--- config.mk ---
export PLATFORM = sky130hd
export DESIGN_NAME = line_pixel_rasterizer_core_flat
export DESIGN_NICKNAME = d
export VERILOG_FILES = /design/src/rtl/lpr_pkg.sv /design/src/rtl/lpr_cmd_if.sv /design/src/rtl/lpr_pix_if.sv /design/src/rtl/line_pixel_rasterizer_core.sv /design/src/rtl/lpr_engine.sv /design/src/rtl/lpr_out_buf.sv /design/src/flat_wrapper.sv
export SDC_FILE = /design/constraint.sdc
export NUM_CORES = 1
export LEC_CHECK = 0
export ABC_AREA = 0
export BUFFER_PORTS_ARGS = -buffer_cell sky130_fd_sc_hd__clkbuf_2
export CORE_MARGIN = 1.5
export CORE_UTILIZATION = 50
export CTS_CLUSTER_SIZE = 25
export DETAILED_ROUTE_END_ITERATION = 8
export PLACE_DENSITY = 0.68
export SYNTH_ARGS = -nofsm -noshare
export SYNTH_HDL_FRONTEND = slang
export SYNTH_HIERARCHICAL = 1
export SYNTH_SLANG_ARGS = --single-unit
--- constraint.sdc ---
create_clock -name clk -period 7.1 [get_ports clk]
set_clock_uncertainty 0.2 [all_clocks]
set_input_delay 0.71 -clock clk [delete_from_list [all_inputs] [get_ports clk]]
set_output_delay 0.71 -clock clk [all_outputs]
set_load 0.01 [all_outputs]
--- src/rtl/lpr_pkg.sv ---
// shared types and constants of the line pixel rasterizer
// no dependencies; compiled before every other file of the block
package lpr_pkg;

  localparam int DATA_W = 16;

  typedef enum logic {
    OP_LOAD = 1'b0,
    OP_STEP = 1'b1
  } op_t;

  typedef enum logic [1:0] {
    DIR_NONE  = 2'd0,
    DIR_PLUS  = 2'd1,
    DIR_MINUS = 2'd3
  } dir_t;

  typedef struct packed {
    op_t               op;
    logic [DATA_W-1:0] start_x;
    logic [DATA_W-1:0] start_y;
    logic [DATA_W-1:0] end_x;
    logic [DATA_W-1:0] end_y;
    logic [DATA_W-1:0] line_color;
  } cmd_t;

  typedef struct packed {
    logic [DATA_W-1:0] pixel_x;
    logic [DATA_W-1:0] pixel_y;
    logic [DATA_W-1:0] pixel_color;
    logic              last_pixel;
  } pixel_t;

endpackage

--- src/rtl/lpr_cmd_if.sv ---
// command channel of the line pixel rasterizer: load and step transactions
// depends on lpr_pkg for the field widths and the op code type
interface lpr_cmd_if;
  logic                      valid;
  logic                      ready;
  lpr_pkg::op_t              op;
  logic [lpr_pkg::DATA_W-1:0] start_x;
  logic [lpr_pkg::DATA_W-1:0] start_y;
  logic [lpr_pkg::DATA_W-1:0] end_x;
  logic [lpr_pkg::DATA_W-1:0] end_y;
  logic [lpr_pkg::DATA_W-1:0] line_color;

  modport source (output valid, op, start_x, start_y, end_x, end_y, line_color,
                  input ready);
  modport sink (input valid, op, start_x, start_y, end_x, end_y, line_color,
                output ready);
endinterface

--- src/rtl/lpr_pix_if.sv ---
// pixel channel of the line pixel rasterizer: one pixel per transaction
// depends on lpr_pkg for the field widths
interface lpr_pix_if;
  logic                       valid;
  logic                       ready;
  logic [lpr_pkg::DATA_W-1:0] pixel_x;
  logic [lpr_pkg::DATA_W-1:0] pixel_y;
  logic [lpr_pkg::DATA_W-1:0] pixel_color;
  logic                       last_pixel;

  modport source (output valid, pixel_x, pixel_y, pixel_color, last_pixel,
                  input ready);
  modport sink (input valid, pixel_x, pixel_y, pixel_color, last_pixel,
                output ready);
endinterface

--- src/rtl/line_pixel_rasterizer_core.sv ---
// line pixel rasterizer: command decode, line engine and pixel output buffer
// depends on lpr_pkg, lpr_cmd_if, lpr_pix_if, lpr_engine, lpr_out_buf
//
// usage
//   cmd channel: a load transaction (op = load) latches both end points and
//   the colour and gives no pixel; a step transaction (op = step) gives the
//   next pixel of the running line, or nothing when no line is running
//   a load during a running line drops it and starts the new one
//   pix channel: one transaction per pixel, last_pixel marks the final one;
//   a line from one end point to the other gives max(|dx|, |dy|) + 1 pixels
//   a pixel is offered from the output register, not straight from its step transaction
//   throughput: one command per cycle while the skid entry is free; the error
//   accumulators update combinationally (one add and compare per axis)
//   stall: a held pixel waits in the output register, one more pixel fits in
//   the skid entry; cmd.ready drops only while the skid entry is full
//   reset: synchronous, clears the running flag and empties both buffers
//   COORD_BITS: coordinates are kept modulo 2^COORD_BITS (8 to 16)
module line_pixel_rasterizer_core #(
  parameter int COORD_BITS = 16
) (
  input logic       clk,
  input logic       rst,
  lpr_cmd_if.sink   cmd,
  lpr_pix_if.source pix
);
  import lpr_pkg::*;

  cmd_t   cmd_data;
  pixel_t res, out_data;
  logic   accept, res_valid, buf_ready;

  // a transaction is taken whenever the skid entry is free
  assign cmd.ready = buf_ready;
  assign accept    = cmd.valid && buf_ready;

  assign cmd_data.op         = cmd.op;
  assign cmd_data.start_x    = cmd.start_x;
  assign cmd_data.start_y    = cmd.start_y;
  assign cmd_data.end_x      = cmd.end_x;
  assign cmd_data.end_y      = cmd.end_y;
  assign cmd_data.line_color = cmd.line_color;

  // line state, updated in the cycle the command is taken
  lpr_engine #(
    .COORD_BITS(COORD_BITS)
  ) u_engine (
    .clk      (clk),
    .rst      (rst),
    .accept   (accept),
    .cmd      (cmd_data),
    .res_valid(res_valid),
    .res      (res)
  );

  // registered pixel output, decouples the receiver from the command side
  lpr_out_buf u_out_buf (
    .clk       (clk),
    .rst       (rst),
    .push      (res_valid),
    .push_data (res),
    .push_ready(buf_ready),
    .out_valid (pix.valid),
    .out_ready (pix.ready),
    .out_data  (out_data)
  );

  assign pix.pixel_x     = out_data.pixel_x;
  assign pix.pixel_y     = out_data.pixel_y;
  assign pix.pixel_color = out_data.pixel_color;
  assign pix.last_pixel  = out_data.last_pixel;

endmodule

--- src/rtl/lpr_engine.sv ---
// line state and per-pixel error accumulation of the rasterizer
// depends on lpr_pkg (cmd_t, pixel_t, op_t, dir_t)
module lpr_engine #(
  parameter int COORD_BITS = 16
) (
  input  logic            clk,
  input  logic            rst,
  input  logic            accept,
  input  lpr_pkg::cmd_t   cmd,
  output logic            res_valid,
  output lpr_pkg::pixel_t res
);
  import lpr_pkg::*;

  localparam int C = COORD_BITS;

  logic [C-1:0]      cur_x, cur_y, abs_dx, abs_dy, span;
  logic [C:0]        err_x, err_y, pixel_count;
  dir_t              dir_x, dir_y;
  logic [DATA_W-1:0] held_color;
  logic              active;

  logic [C-1:0]      cur_x_next, cur_y_next, abs_dx_next, abs_dy_next, span_next;
  logic [C:0]        err_x_next, err_y_next, pixel_count_next;
  dir_t              dir_x_next, dir_y_next;
  logic [DATA_W-1:0] held_color_next;
  logic              active_next;

  logic [C-1:0] sx, sy, ex, ey;
  logic [C:0]   sum_x, sum_y;

  function automatic logic [C-1:0] axis_move(input logic [C-1:0] pos, input dir_t dir);
    logic [C-1:0] moved;
    moved = pos;
    if (dir == DIR_PLUS) begin
      moved = pos + 1'b1;
    end else if (dir == DIR_MINUS) begin
      moved = pos - 1'b1;
    end
    return moved;
  endfunction

  always_comb begin
    sx = cmd.start_x[C-1:0];
    sy = cmd.start_y[C-1:0];
    ex = cmd.end_x[C-1:0];
    ey = cmd.end_y[C-1:0];
    sum_x = err_x + {1'b0, abs_dx};
    sum_y = err_y + {1'b0, abs_dy};

    cur_x_next       = cur_x;
    cur_y_next       = cur_y;
    abs_dx_next      = abs_dx;
    abs_dy_next      = abs_dy;
    span_next        = span;
    err_x_next       = err_x;
    err_y_next       = err_y;
    dir_x_next       = dir_x;
    dir_y_next       = dir_y;
    pixel_count_next = pixel_count;
    held_color_next  = held_color;
    active_next      = active;
    res_valid        = 1'b0;

    res.pixel_x     = DATA_W'(cur_x);
    res.pixel_y     = DATA_W'(cur_y);
    res.pixel_color = held_color;
    res.last_pixel  = (pixel_count == (C+1)'(1));

    if (accept) begin
      case (cmd.op)
        OP_LOAD: begin
          if (ex > sx) begin
            abs_dx_next = ex - sx;
            dir_x_next  = DIR_PLUS;
          end else if (ex < sx) begin
            abs_dx_next = sx - ex;
            dir_x_next  = DIR_MINUS;
          end else begin
            abs_dx_next = '0;
            dir_x_next  = DIR_NONE;
          end
          if (ey > sy) begin
            abs_dy_next = ey - sy;
            dir_y_next  = DIR_PLUS;
          end else if (ey < sy) begin
            abs_dy_next = sy - ey;
            dir_y_next  = DIR_MINUS;
          end else begin
            abs_dy_next = '0;
            dir_y_next  = DIR_NONE;
          end
          span_next        = (abs_dx_next > abs_dy_next) ? abs_dx_next : abs_dy_next;
          cur_x_next       = sx;
          cur_y_next       = sy;
          err_x_next       = '0;
          err_y_next       = '0;
          pixel_count_next = {1'b0, span_next} + 1'b1;
          held_color_next  = cmd.line_color;
          active_next      = 1'b1;
        end
        OP_STEP: begin
          if (active) begin
            res_valid  = 1'b1;
            err_x_next = sum_x;
            err_y_next = sum_y;
            if (sum_x > {1'b0, span}) begin
              err_x_next = sum_x - {1'b0, span};
              cur_x_next = axis_move(cur_x, dir_x);
            end
            if (sum_y > {1'b0, span}) begin
              err_y_next = sum_y - {1'b0, span};
              cur_y_next = axis_move(cur_y, dir_y);
            end
            // count is never zero while a line is running
            pixel_count_next = pixel_count - 1'b1;
            active_next      = (pixel_count != (C+1)'(1));
          end
        end
        default: begin
        end
      endcase
    end
  end

  always_ff @(posedge clk) begin
    if (rst) begin
      active      <= 1'b0;
      pixel_count <= '0;
      dir_x       <= DIR_NONE;
      dir_y       <= DIR_NONE;
    end else begin
      active      <= active_next;
      pixel_count <= pixel_count_next;
      dir_x       <= dir_x_next;
      dir_y       <= dir_y_next;
    end
  end

  always_ff @(posedge clk) begin
    cur_x      <= cur_x_next;
    cur_y      <= cur_y_next;
    abs_dx     <= abs_dx_next;
    abs_dy     <= abs_dy_next;
    span       <= span_next;
    err_x      <= err_x_next;
    err_y      <= err_y_next;
    held_color <= held_color_next;
  end

endmodule

--- src/rtl/lpr_out_buf.sv ---
// pixel output register with one skid entry behind it
// depends on lpr_pkg (pixel_t)
module lpr_out_buf (
  input  logic            clk,
  input  logic            rst,
  input  logic            push,
  input  lpr_pkg::pixel_t push_data,
  output logic            push_ready,
  output logic            out_valid,
  input  logic            out_ready,
  output lpr_pkg::pixel_t out_data
);
  import lpr_pkg::*;

  logic   main_valid, skid_valid;
  pixel_t main_data, skid_data;
  logic   drain;

  assign drain      = main_valid && out_ready;
  assign push_ready = !skid_valid;
  assign out_valid  = main_valid;
  assign out_data   = main_data;

  always_ff @(posedge clk) begin
    if (rst) begin
      main_valid <= 1'b0;
      skid_valid <= 1'b0;
    end else if (drain) begin
      if (skid_valid) begin
        main_data  <= skid_data;
        skid_valid <= 1'b0;
      end else if (push) begin
        main_data <= push_data;
      end else begin
        main_valid <= 1'b0;
      end
    end else if (push) begin
      if (!main_valid) begin
        main_data  <= push_data;
        main_valid <= 1'b1;
      end else begin
        skid_data  <= push_data;
        skid_valid <= 1'b1;
      end
    end
  end

endmodule

--- src/flat_wrapper.sv ---
// flat-port wrapper written by rule: the top's interface ports become plain ports
module line_pixel_rasterizer_core_flat import lpr_pkg::*;
#(
  parameter int COORD_BITS = 16
)
  (clk, rst, cmd_valid, cmd_op, cmd_start_x, cmd_start_y, cmd_end_x, cmd_end_y, cmd_line_color, cmd_ready, pix_valid, pix_pixel_x, pix_pixel_y, pix_pixel_color, pix_last_pixel, pix_ready);
  lpr_cmd_if cmd_i ();
  lpr_pix_if pix_i ();
  input logic clk;
  input logic rst;
  input wire logic [$bits(cmd_i.valid)-1:0] cmd_valid;
  input wire logic [$bits(cmd_i.op)-1:0] cmd_op;
  input wire logic [$bits(cmd_i.start_x)-1:0] cmd_start_x;
  input wire logic [$bits(cmd_i.start_y)-1:0] cmd_start_y;
  input wire logic [$bits(cmd_i.end_x)-1:0] cmd_end_x;
  input wire logic [$bits(cmd_i.end_y)-1:0] cmd_end_y;
  input wire logic [$bits(cmd_i.line_color)-1:0] cmd_line_color;
  output wire logic [$bits(cmd_i.ready)-1:0] cmd_ready;
  output wire logic [$bits(pix_i.valid)-1:0] pix_valid;
  output wire logic [$bits(pix_i.pixel_x)-1:0] pix_pixel_x;
  output wire logic [$bits(pix_i.pixel_y)-1:0] pix_pixel_y;
  output wire logic [$bits(pix_i.pixel_color)-1:0] pix_pixel_color;
  output wire logic [$bits(pix_i.last_pixel)-1:0] pix_last_pixel;
  input wire logic [$bits(pix_i.ready)-1:0] pix_ready;
  assign cmd_i.valid = cmd_valid;
  assign cmd_i.op = cmd_op;
  assign cmd_i.start_x = cmd_start_x;
  assign cmd_i.start_y = cmd_start_y;
  assign cmd_i.end_x = cmd_end_x;
  assign cmd_i.end_y = cmd_end_y;
  assign cmd_i.line_color = cmd_line_color;
  assign cmd_ready = cmd_i.ready;
  assign pix_valid = pix_i.valid;
  assign pix_pixel_x = pix_i.pixel_x;
  assign pix_pixel_y = pix_i.pixel_y;
  assign pix_pixel_color = pix_i.pixel_color;
  assign pix_last_pixel = pix_i.last_pixel;
  assign pix_i.ready = pix_ready;
  line_pixel_rasterizer_core #(.COORD_BITS(COORD_BITS)) u_core (.clk(clk), .rst(rst), .cmd(cmd_i), .pix(pix_i));
endmodule
==> impl_metrics.py, run 1 <==
metrics = {
    "worst_setup_path": {
        "end_kind": "flop",
        "worstPathArrival_ns": 6.72,
        "required_ns": 7.36,
        "rr_startpoint": "u_core/u_engine/abs_dx[0]",
        "worstSetupPathType": "primary input to flop",
        "worst_setup_path_start_kind": "primary input",
        "critPathSlowestCell": "o21ai_0",
        "rr_endpoint": "u_core/u_engine/cur_x[3]",
        "rr_worst_depth": 17,
        "max_stage_delay_ns": 0.58,
        "path_max_fanout": 12,
        "rrSetupSlack_ns": 1.64,
        "crit_path_frequent_cell": "inv_1",
    },
    "timing": {
        "fin_crit_ns": 6.46,
        "slew_viol_final": 0,
        "setup_tns_ns": 0,
        "hold_viol_final": 0,
        "setup_violations": 0,
        "fmax_mhz": 155,
        "min_period_over_period_pct": 91.0,
        "rsz0062_at_grt": "false",
        "worstMarginPinSlew_ns": 0.891,
        "relSlewSlack_pct": 40.6,
    },
    "synth": {
        "syn-mean-instance-area_sq_um": 9.86,
        "synth_area_leaders": "edfxtp_1, ha_1, a21oi_1",
        "synth_nets": 2145,
        "ys_top_cells_by_count": "edfxtp_1, ha_1, inv_1, a21oi_1, nor2_1",
        "async_reset_ff_share_pct": 0,
        "synth-seq-cells": 252,
        "synth_edf_count": 228,
        "synth_area_sq_um": 18500,
        "ys_types": 94,
        "ys_warn_count": 6,
        "synth-seq-area-share_pct": 39.6,
        "syn_inst": 1878,
        "synth_most_common_cell": "edfxtp_1",
        "netlist.area_leader.share_pct": 37.0,
        "synth_ff_type": "edfxtp_1",
        "yosys.area.top_type": "edfxtp_1",
    },
    "flow_run": {
        "maxCapViolations": 0,
    },
    "grt": {
        "antenna_found_initial": 0,
        "track_usage_pct": 24.9,
        "grt_start_max_net_pins": 63,
        "grt_first_pass_wirelength_um": 76200,
        "overflow": 0,
        "grt_pass1_vias": 14400,
    },
    "finish": {
        "stdcell_area_sq_um": 20700,
        "drive_above_1_share_pct": 15.2,
        "final_net_count": 2283,
        "stdcell_count": 2505,
        "area_delta_synth_final_pct": 11.7,
        "fillers": 3143,
        "diodes": 0,
    },
    "clock_network": {
        "cts_tree": "built",
        "cts_resized": 0,
        "clk_pin_slew_ns": 0.06,
        "cts_hold_buf": 0,
        "numCtsBuffers": 28,
        "cts-root-buf": "clkbuf_16",
        "h-tree-depth": 1,
        "cts_setup_buffers": 0,
        "clk_latency_ns": 0.57,
        "cts.path.max_buffers": 3,
        "clock-sinks": 252,
    },
    "floorplan": {
        "start_util_pct": 50.7,
        "boundaryPins": 136,
        "die_area_sq_um": 38200,
        "die_y_um": 195,
        "num_rows": 70,
        "coreArea_sq_um": 36500,
        "die_x_um": 195,
    },
    "drt": {
        "num_vias": 15000,
        "postRouteWirelength_um": 48200,
        "ant_nets": 0,
        "wire_per_inst_um": 19.2,
        "drtPass1Iterations": 5,
        "viasPerCell": 6.00,
        "drt_iter0_drc": 1343,
        "drcViolationCount": 0,
    },
    "placed_design": {
        "dp.cells": 2454,
        "postPlaceCellArea_sq_um": 19700,
        "place.detailed.hpwl_um": 36400,
        "portBuffers": 135,
        "place.gp.congestion": 0.919,
    },
    "hold_path": {
        "min-delay-start": "cmd_line_color[2]",
        "hold_path.class": "primary input to flop",
        "whs_path_depth": 1,
        "whs_endpoint": "u_core/u_engine/held_color[2]",
    },
    "power": {
        "p_leak_nw": 8.71,
        "powerDensity_nw_per_um2": 375,
        "ir_worst_vdd_mv": 0.235,
    },
    "run_status": {
        "status": "complete, no violations",
    },
}
[stage by stage]
step | hold WS (ns) | setup WS [ns] | power (mW) | util [%]
6_report | 0.117 | 0.641 | 7.75 | 56.6
5_1_grt | 0.0895 | 0.220 | 8.32 | 56.6
4_1_cts | 0.0900 | 0.772 | 7.75 | 56.6
3_5_place_dp | 0.234 | 0.236 | 6.22 | 54.0
3_3_place_gp | 0.224 | 0.471 | 6.13 | 54.0
2_1_floorplan | 0.220 | 0.977 | 5.30 | -
[how the worst max path moves through the flow]
stage            startpoint                         endpoint  slack (ns)  cells after the start
4_1_cts        cmd_end_y[0]  u_core/u_engine/pixel_count[11]        0.77                     25
3_3_place_gp   cmd_end_y[0]  u_core/u_engine/pixel_count[12]        0.47                     24
2_1_floorplan  cmd_end_x[0]   u_core/u_engine/pixel_count[2]        0.98                     25
5_1_grt        cmd_end_y[0]  u_core/u_engine/pixel_count[12]        0.22                     26
6_report       cmd_end_y[0]  u_core/u_engine/pixel_count[11]        0.64                     25
3_5_place_dp   cmd_end_y[0]  u_core/u_engine/pixel_count[11]        0.24                     25
[per-layer routing]
layer,up-vias,track usage (%),share of wire [%]
met4,0,8.90,3.4
met1,7205,34.7,46
met5,-,0,0
li1,7276,-,-
met3,78,2.88,5.9
met2,462,40.1,45
[cell usage in the layout (no fill, tap or decap), drive strengths merged, types with 28 or more instances in the layout]
| cell type | Yosys | layout |
|---|---|---|
| a21o | 41 | 41 |
| a21oi | 135 | 135 |
| buf | 36 | 39 |
| clkbuf | 30 | 167 |
| edfxtp | 228 | 228 |
| ha | 172 | 172 |
| inv | 167 | 167 |
| mux2 | 55 | 55 |
| mux2i | 45 | 45 |
| nand2 | 119 | 119 |
| nand3 | 58 | 58 |
| nand4 | 28 | 28 |
| nor2 | 123 | 123 |
| nor3 | 42 | 42 |
| o21ai | 113 | 113 |
| xnor2 | 55 | 55 |
| xor2 | 28 | 28 |
[critical path, delay by kind of cell]
| family | cells | cell delay [ns] |
|---|---|---|
| AOI/OAI and AO/OA | 12 | 3.45 |
| buffers and inverters | 5 | 0.57 |
| xor gates and xnor gates | 1 | 0.15 |
| and+or+nand+nor | 3 | 0.61 |
| adders and majority gates | 3 | 0.89 |
| muxes | 1 | 0.33 |
[flip-flops by register name (all words and copies together), names as in the netlist, 16 cells and up]
signal	flops
u_core/u_engine/cur_y	16
u_core/u_engine/pixel_count	17
u_core/u_engine/err_x	17
u_core/u_engine/cur_x	16
u_core/u_engine/abs_dy	16
u_core/u_out_buf/out_data	49
u_core/u_engine/abs_dx	16
u_core/u_engine/held_color	16
u_core/u_engine/err_y	17
u_core/u_engine/span	16
u_core/u_out_buf/skid_data	49
[power breakdown]
| group | internal, mW | switching [mW] | total (mW) |
|---|---|---|---|
| logic | 1.82 | 2.46 | 4.28 |
| clock network | 0.875 | 0.614 | 1.49 |
| registers | 1.91 | 0.0805 | 1.99 |
| total | 4.60 | 3.15 | 7.75 |
[cells by family (layout without fill, tap and decap cells)]
family                   Yosys count  in the layout  synth area share (%)
adder cells (fa/ha/maj)          182            182                  12.7
flip-flops                       252            252                  39.6
AND/OR/NAND/NOR                  508            508                  13.8
AO/OA/AOI/OAI                    519            519                  18.8
multiplexers                     100            100                  5.98
buffers and inverters            234            393                  5.25
XOR/XNOR                          83             83                  3.93
[cell type report]
cell class | count | area [sq um] | share of cell area, %
clock buffers | 32 | 716 | 3.46
clock inverters | 19 | 234 | 1.13
inverters | 168 | 631 | 3.05
multi-input cells | 1392 | 10200 | 49.4
flip-flops and latches | 252 | 7330 | 35.4
well taps | 468 | 586 | 2.83
repair buffers | 174 | 968 | 4.68
Note: power is estimated with default switching activity, not from simulation.
==> run 2: changes to the inputs <==
RECOVER_POWER = 25   (was default)
==> impl_metrics.py, run 2 (same netlist as run 1, synthesis figures left out) <==
metrics = {
    "power": {
        "ir_worst_vdd_mv": 0.235,
        "p_leak_nw": 8.57,
        "powerDensity_nw_per_um2": 376,
    },
    "clock_network": {
        "cts_tree": "built",
        "cts_setup_buffers": 0,
        "h-tree-depth": 1,
        "cts-root-buf": "clkbuf_16",
        "clock-sinks": 252,
        "cts_hold_buf": 0,
        "numCtsBuffers": 28,
        "clk_pin_slew_ns": 0.06,
        "cts_resized": 0,
        "clk_latency_ns": 0.57,
        "cts.path.max_buffers": 3,
    },
    "finish": {
        "fillers": 3178,
        "final-seq-area_sq_um": 7330,
        "final_net_count": 2283,
        "mostFrequentLayoutCells": "edfxtp_1, ha_1, inv_1",
        "area_delta_synth_final_pct": 11.3,
        "stdcell_count": 2505,
        "layout_commonest_cell": "edfxtp_1",
        "multiInputGateArea_sq_um": 10200,
        "diodes": 0,
        "drive_above_1_share_pct": 13.3,
    },
    "timing": {
        "slew_viol_final": 113,
        "hold-worst-slack_ns": 0.118,
        "fin_crit_ns": 6.48,
        "setup_violations": 0,
        "hold_viol_final": 0,
        "fmax_mhz": 154,
        "worstMarginPinSlew_ns": 2.98,
        "relSlewSlack_pct": -98.4,
        "rsz0062_at_grt": "false",
        "setup_tns_ns": 0,
        "min_period_over_period_pct": 91.3,
        "setup_ws_ns": 0.616,
    },
    "drt": {
        "drt_iter0_drc": 1230,
        "drtPass1Iterations": 6,
        "drcViolationCount": 0,
        "viasPerCell": 6.00,
        "wire_per_inst_um": 19.3,
        "ant_nets": 0,
        "num_vias": 15000,
        "postRouteWirelength_um": 48200,
    },
    "hold_path": {
        "whs_path_depth": 1,
        "whs_endpoint": "u_core/u_engine/held_color[2]",
        "min-delay-start": "cmd_line_color[2]",
        "hold_path.class": "primary input to flop",
    },
    "worst_setup_path": {
        "required_ns": 7.36,
        "worst_setup_path_start_kind": "primary input",
        "crit_path_frequent_cell": "inv_1",
        "path_max_fanout": 12,
        "rr_worst_depth": 17,
        "worstSetupPathType": "primary input to flop",
        "rr_startpoint": "u_core/u_engine/abs_dx[0]",
        "worstPathArrival_ns": 6.74,
        "end_kind": "flop",
        "critPathSlowestCell": "o21ai_0",
        "rr_endpoint": "u_core/u_engine/cur_x[3]",
        "rrSetupSlack_ns": 1.64,
        "max_stage_delay_ns": 0.56,
    },
    "grt": {
        "grt_first_pass_wirelength_um": 76200,
        "grt_pass1_vias": 14400,
        "grt_start_max_net_pins": 63,
        "track_usage_pct": 24.9,
        "overflow": 0,
        "antenna_found_initial": 0,
    },
    "run_status": {
        "violations": "capacitance limit, slew limit",
        "status": "finished with violations",
    },
    "flow_run": {
        "maxCapViolations": 2,
    },
    "floorplan": {
        "die_x_um": 195,
        "die_area_sq_um": 38200,
        "num_rows": 70,
        "coreArea_sq_um": 36500,
        "start_util_pct": 50.7,
        "boundaryPins": 136,
        "die_y_um": 195,
    },
    "placed_design": {
        "place.gp.congestion": 0.919,
        "place.detailed.hpwl_um": 36400,
        "portBuffers": 135,
        "place_ws_ns": 0.236,
        "dp.cells": 2454,
    },
}
run 2: cell types whose count changed in the layout (fill, tap and decap cells not counted), sizes merged:
cell,change
buf,-2
clkbuf,+2
run 2: layer usage:
layer  GRT usage (%)  part of all wire [%]
met1            34.7                    45
met2            40.1                    45
met3            2.88                   6.5
met4            8.90                   3.4
met5               0                     0
run 2: critical path: cells and delay by family:
family          cells  cell delay [ns]
mux                 1             0.33
compound gates     12             3.43
buf+inv             5             0.57
simple gates        3             0.62
xor+xnor            1             0.15
fa+ha+maj           3             0.89
run 2: power breakdown:
group	total (mW)	internal [mW]	switching, mW
clock	1.49	0.875	0.613
combinational	4.27	1.81	2.45
sequential	1.99	1.91	0.0803
run 2: worst max path at each step:
stage,slack [ns],cells after the start,to,from
detailed placement,0.24,25,u_core/u_engine/pixel_count[11],cmd_end_y[0]
floorplan,0.98,25,u_core/u_engine/pixel_count[2],cmd_end_x[0]
finish,0.62,25,u_core/u_engine/pixel_count[11],cmd_end_y[0]
CTS,0.77,25,u_core/u_engine/pixel_count[11],cmd_end_y[0]
global placement,0.47,24,u_core/u_engine/pixel_count[12],cmd_end_y[0]
global route,0.21,26,u_core/u_engine/pixel_count[12],cmd_end_y[0]
run 2: cell type report:
| cell class | count | area share (%) |
|---|---|---|
| flip-flops and latches | 252 | 35.6 |
| repair buffers | 174 | 4.49 |
| clock inverters | 19 | 1.14 |
| well taps | 468 | 2.84 |
| multi-input cells | 1392 | 49.4 |
| inverters | 168 | 3.06 |
| clock buffers | 32 | 3.47 |
run 2: metrics by stage:
stage | utilization (%) | power [mW] | instance area [sq um]
after floorplan | - | 5.30 | 18500
final | 56.4 | 7.74 | 20600
after global placement | 54.0 | 6.13 | 19700
after detailed placement | 54.0 | 6.22 | 19700
after CTS | 56.6 | 7.75 | 20700
after global routing | 56.4 | 8.32 | 20600
==> run 3: changes to the inputs <==
BUFFER_PORTS_ARGS = default   (was -buffer_cell sky130_fd_sc_hd__clkbuf_2)
DONT_BUFFER_PORTS = 1   (was default)
GPL_TIMING_DRIVEN = 0   (was default)
PLACE_DENSITY = default   (was 0.68)
==> impl_metrics.py, run 3 (same netlist as run 1, synthesis figures left out) <==
metrics = {
    "run_status": {
        "status": "complete, no violations",
    },
    "power": {
        "powerDensity_nw_per_um2": 386,
        "power_mw": 7.87,
        "ir_worst_vdd_mv": 0.339,
        "p_leak_nw": 8.27,
    },
    "worst_setup_path": {
        "worstPathArrival_ns": 6.98,
        "worst_setup_path_start_kind": "primary input",
        "worstSetupPathType": "primary input to flop",
        "path_max_fanout": 13,
        "end_kind": "flop",
        "required_ns": 7.36,
    },
    "timing": {
        "slew_viol_final": 0,
        "rsz0062_at_grt": "false",
        "hold-worst-slack_ns": 0.0259,
        "setup_ws_ns": 0.383,
        "fmax_mhz": 149,
        "relSlewSlack_pct": 27.6,
        "worstMarginPinSlew_ns": 1.07,
        "setup_violations": 0,
        "min_period_over_period_pct": 94.6,
        "hold_viol_final": 0,
        "setup_tns_ns": 0,
        "fin_crit_ns": 6.72,
    },
    "floorplan": {
        "die_x_um": 195,
        "num_rows": 70,
        "start_util_pct": 50.7,
        "boundaryPins": 136,
        "coreArea_sq_um": 36500,
        "die_area_sq_um": 38200,
        "die_y_um": 195,
    },
    "grt": {
        "track_usage_pct": 26.3,
        "overflow": 0,
        "grt_first_pass_wirelength_um": 79100,
        "grt_pass1_vias": 14100,
        "antenna_found_initial": 0,
        "grt_start_max_net_pins": 66,
    },
    "clock_network": {
        "cts_tree": "built",
        "cts.path.max_buffers": 3,
        "numCtsBuffers": 29,
        "cts-root-buf": "clkbuf_16",
        "clock-sinks": 252,
        "cts_setup_buffers": 0,
        "clk_latency_ns": 0.57,
        "clk_pin_slew_ns": 0.07,
        "h-tree-depth": 1,
    },
    "placed_design": {
        "place.gp.congestion": 0.936,
        "place_ws_ns": -0.723,
        "portBuffers": 0,
        "dp.cells": 2354,
        "postPlaceCellArea_sq_um": 19200,
        "place.detailed.hpwl_um": 39200,
    },
    "flow_run": {
        "maxCapViolations": 0,
    },
    "drt": {
        "drcViolationCount": 0,
        "drtPass1Iterations": 5,
        "num_vias": 14600,
        "ant_nets": 0,
        "drt_iter0_drc": 1136,
        "viasPerCell": 6.02,
        "postRouteWirelength_um": 50400,
        "wire_per_inst_um": 20.8,
    },
    "finish": {
        "drive_above_1_share_pct": 9.06,
        "stdcell_count": 2422,
        "layout_commonest_cell": "edfxtp_1",
        "area_delta_synth_final_pct": 10.2,
        "mostFrequentLayoutCells": "edfxtp_1, ha_1, inv_1",
        "stdcell_area_sq_um": 20400,
        "final_net_count": 2197,
        "final_util_pct": 55.9,
    },
    "hold_path": {
        "hold_path.class": "primary input to flop",
    },
}
-- run 3: cell count changes in the layout (fill, tap and decap cells not counted), sizes merged, moves of 2 or more --
cell and change:
dlygate4sd3 +14, inv +4, buf +2, clkinv -3, clkbuf -101
-- run 3: final cells by class --
class / instances / area, sq um
clock buffer: 34 / 774
buffer: 65 / 325
antenna: 1 / 2.50
timing repair buffer: 22 / 264
fill: 3267 / 16100
multi-input combinational: 1392 / 10200
tap: 468 / 586
inverter: 168 / 631
sequential: 252 / 7330
clock inverter: 20 / 259
-- run 3: worst paths after layout --
kind                            startpoint                               to  slack (ns)  cells past startpoint
max                           cmd_end_x[0]  u_core/u_engine/pixel_count[12]        0.38                     27
min                     cmd_line_color[12]   u_core/u_engine/held_color[12]        0.03                      0
max reg2reg      u_core/u_engine/abs_dy[1]        u_core/u_engine/cur_y[13]        1.03                     19
min reg2reg  u_core/u_engine/held_color[9]   u_core/u_out_buf/skid_data[10]        0.25                      0
-- run 3: power by group --
| part | internal (mW) | switching, mW |
|---|---|---|
| Sequential | 1.91 | 0.0772 |
| Combinational | 1.78 | 2.50 |
| Clock | 0.970 | 0.637 |
| Total | 4.66 | 3.21 |
-- run 3: critical path, stage by stage --
cell      delay (ns)
inv_1           0.03
ha_1            0.22
fa_1            0.44
nand2b_1        0.19
a21oi_1         0.28
o21ai_1         0.25
o31ai_2         0.49
buf_4           0.27
buf_4           0.19
nand2_1         0.12
o21ai_0         0.20
a31oi_1         0.06
a31oi_1         0.51
ha_1            0.37
nand4_1         0.10
nor2_1          0.09
and4_1          0.24
nand2_1         0.08
mux2i_1         0.07
o32a_1          0.39
and2_4          0.22
a21oi_1         0.35
ha_1            0.32
inv_1           0.12
a211oi_1        0.35
mux2i_1         0.24
a21oi_1         0.08
-- run 3: timing repair --
action	CTS	global route
resized for setup	3	8
setup endpoints to repair	4	15
hold buffers	14	0
gates cloned	0	0
hold endpoints to repair	14	0
-- run 3: layer usage --
| metal | GRT usage (%) | up-vias | part of all wire [%] |
|---|---|---|---|
| met5 | 0 | - | 0 |
| met4 | 5.94 | 0 | 1.9 |
| met3 | 3.39 | 64 | 6.2 |
| met2 | 42.6 | 409 | 45 |
| met1 | 37.7 | 6989 | 47 |
| li1 | - | 7124 | - |
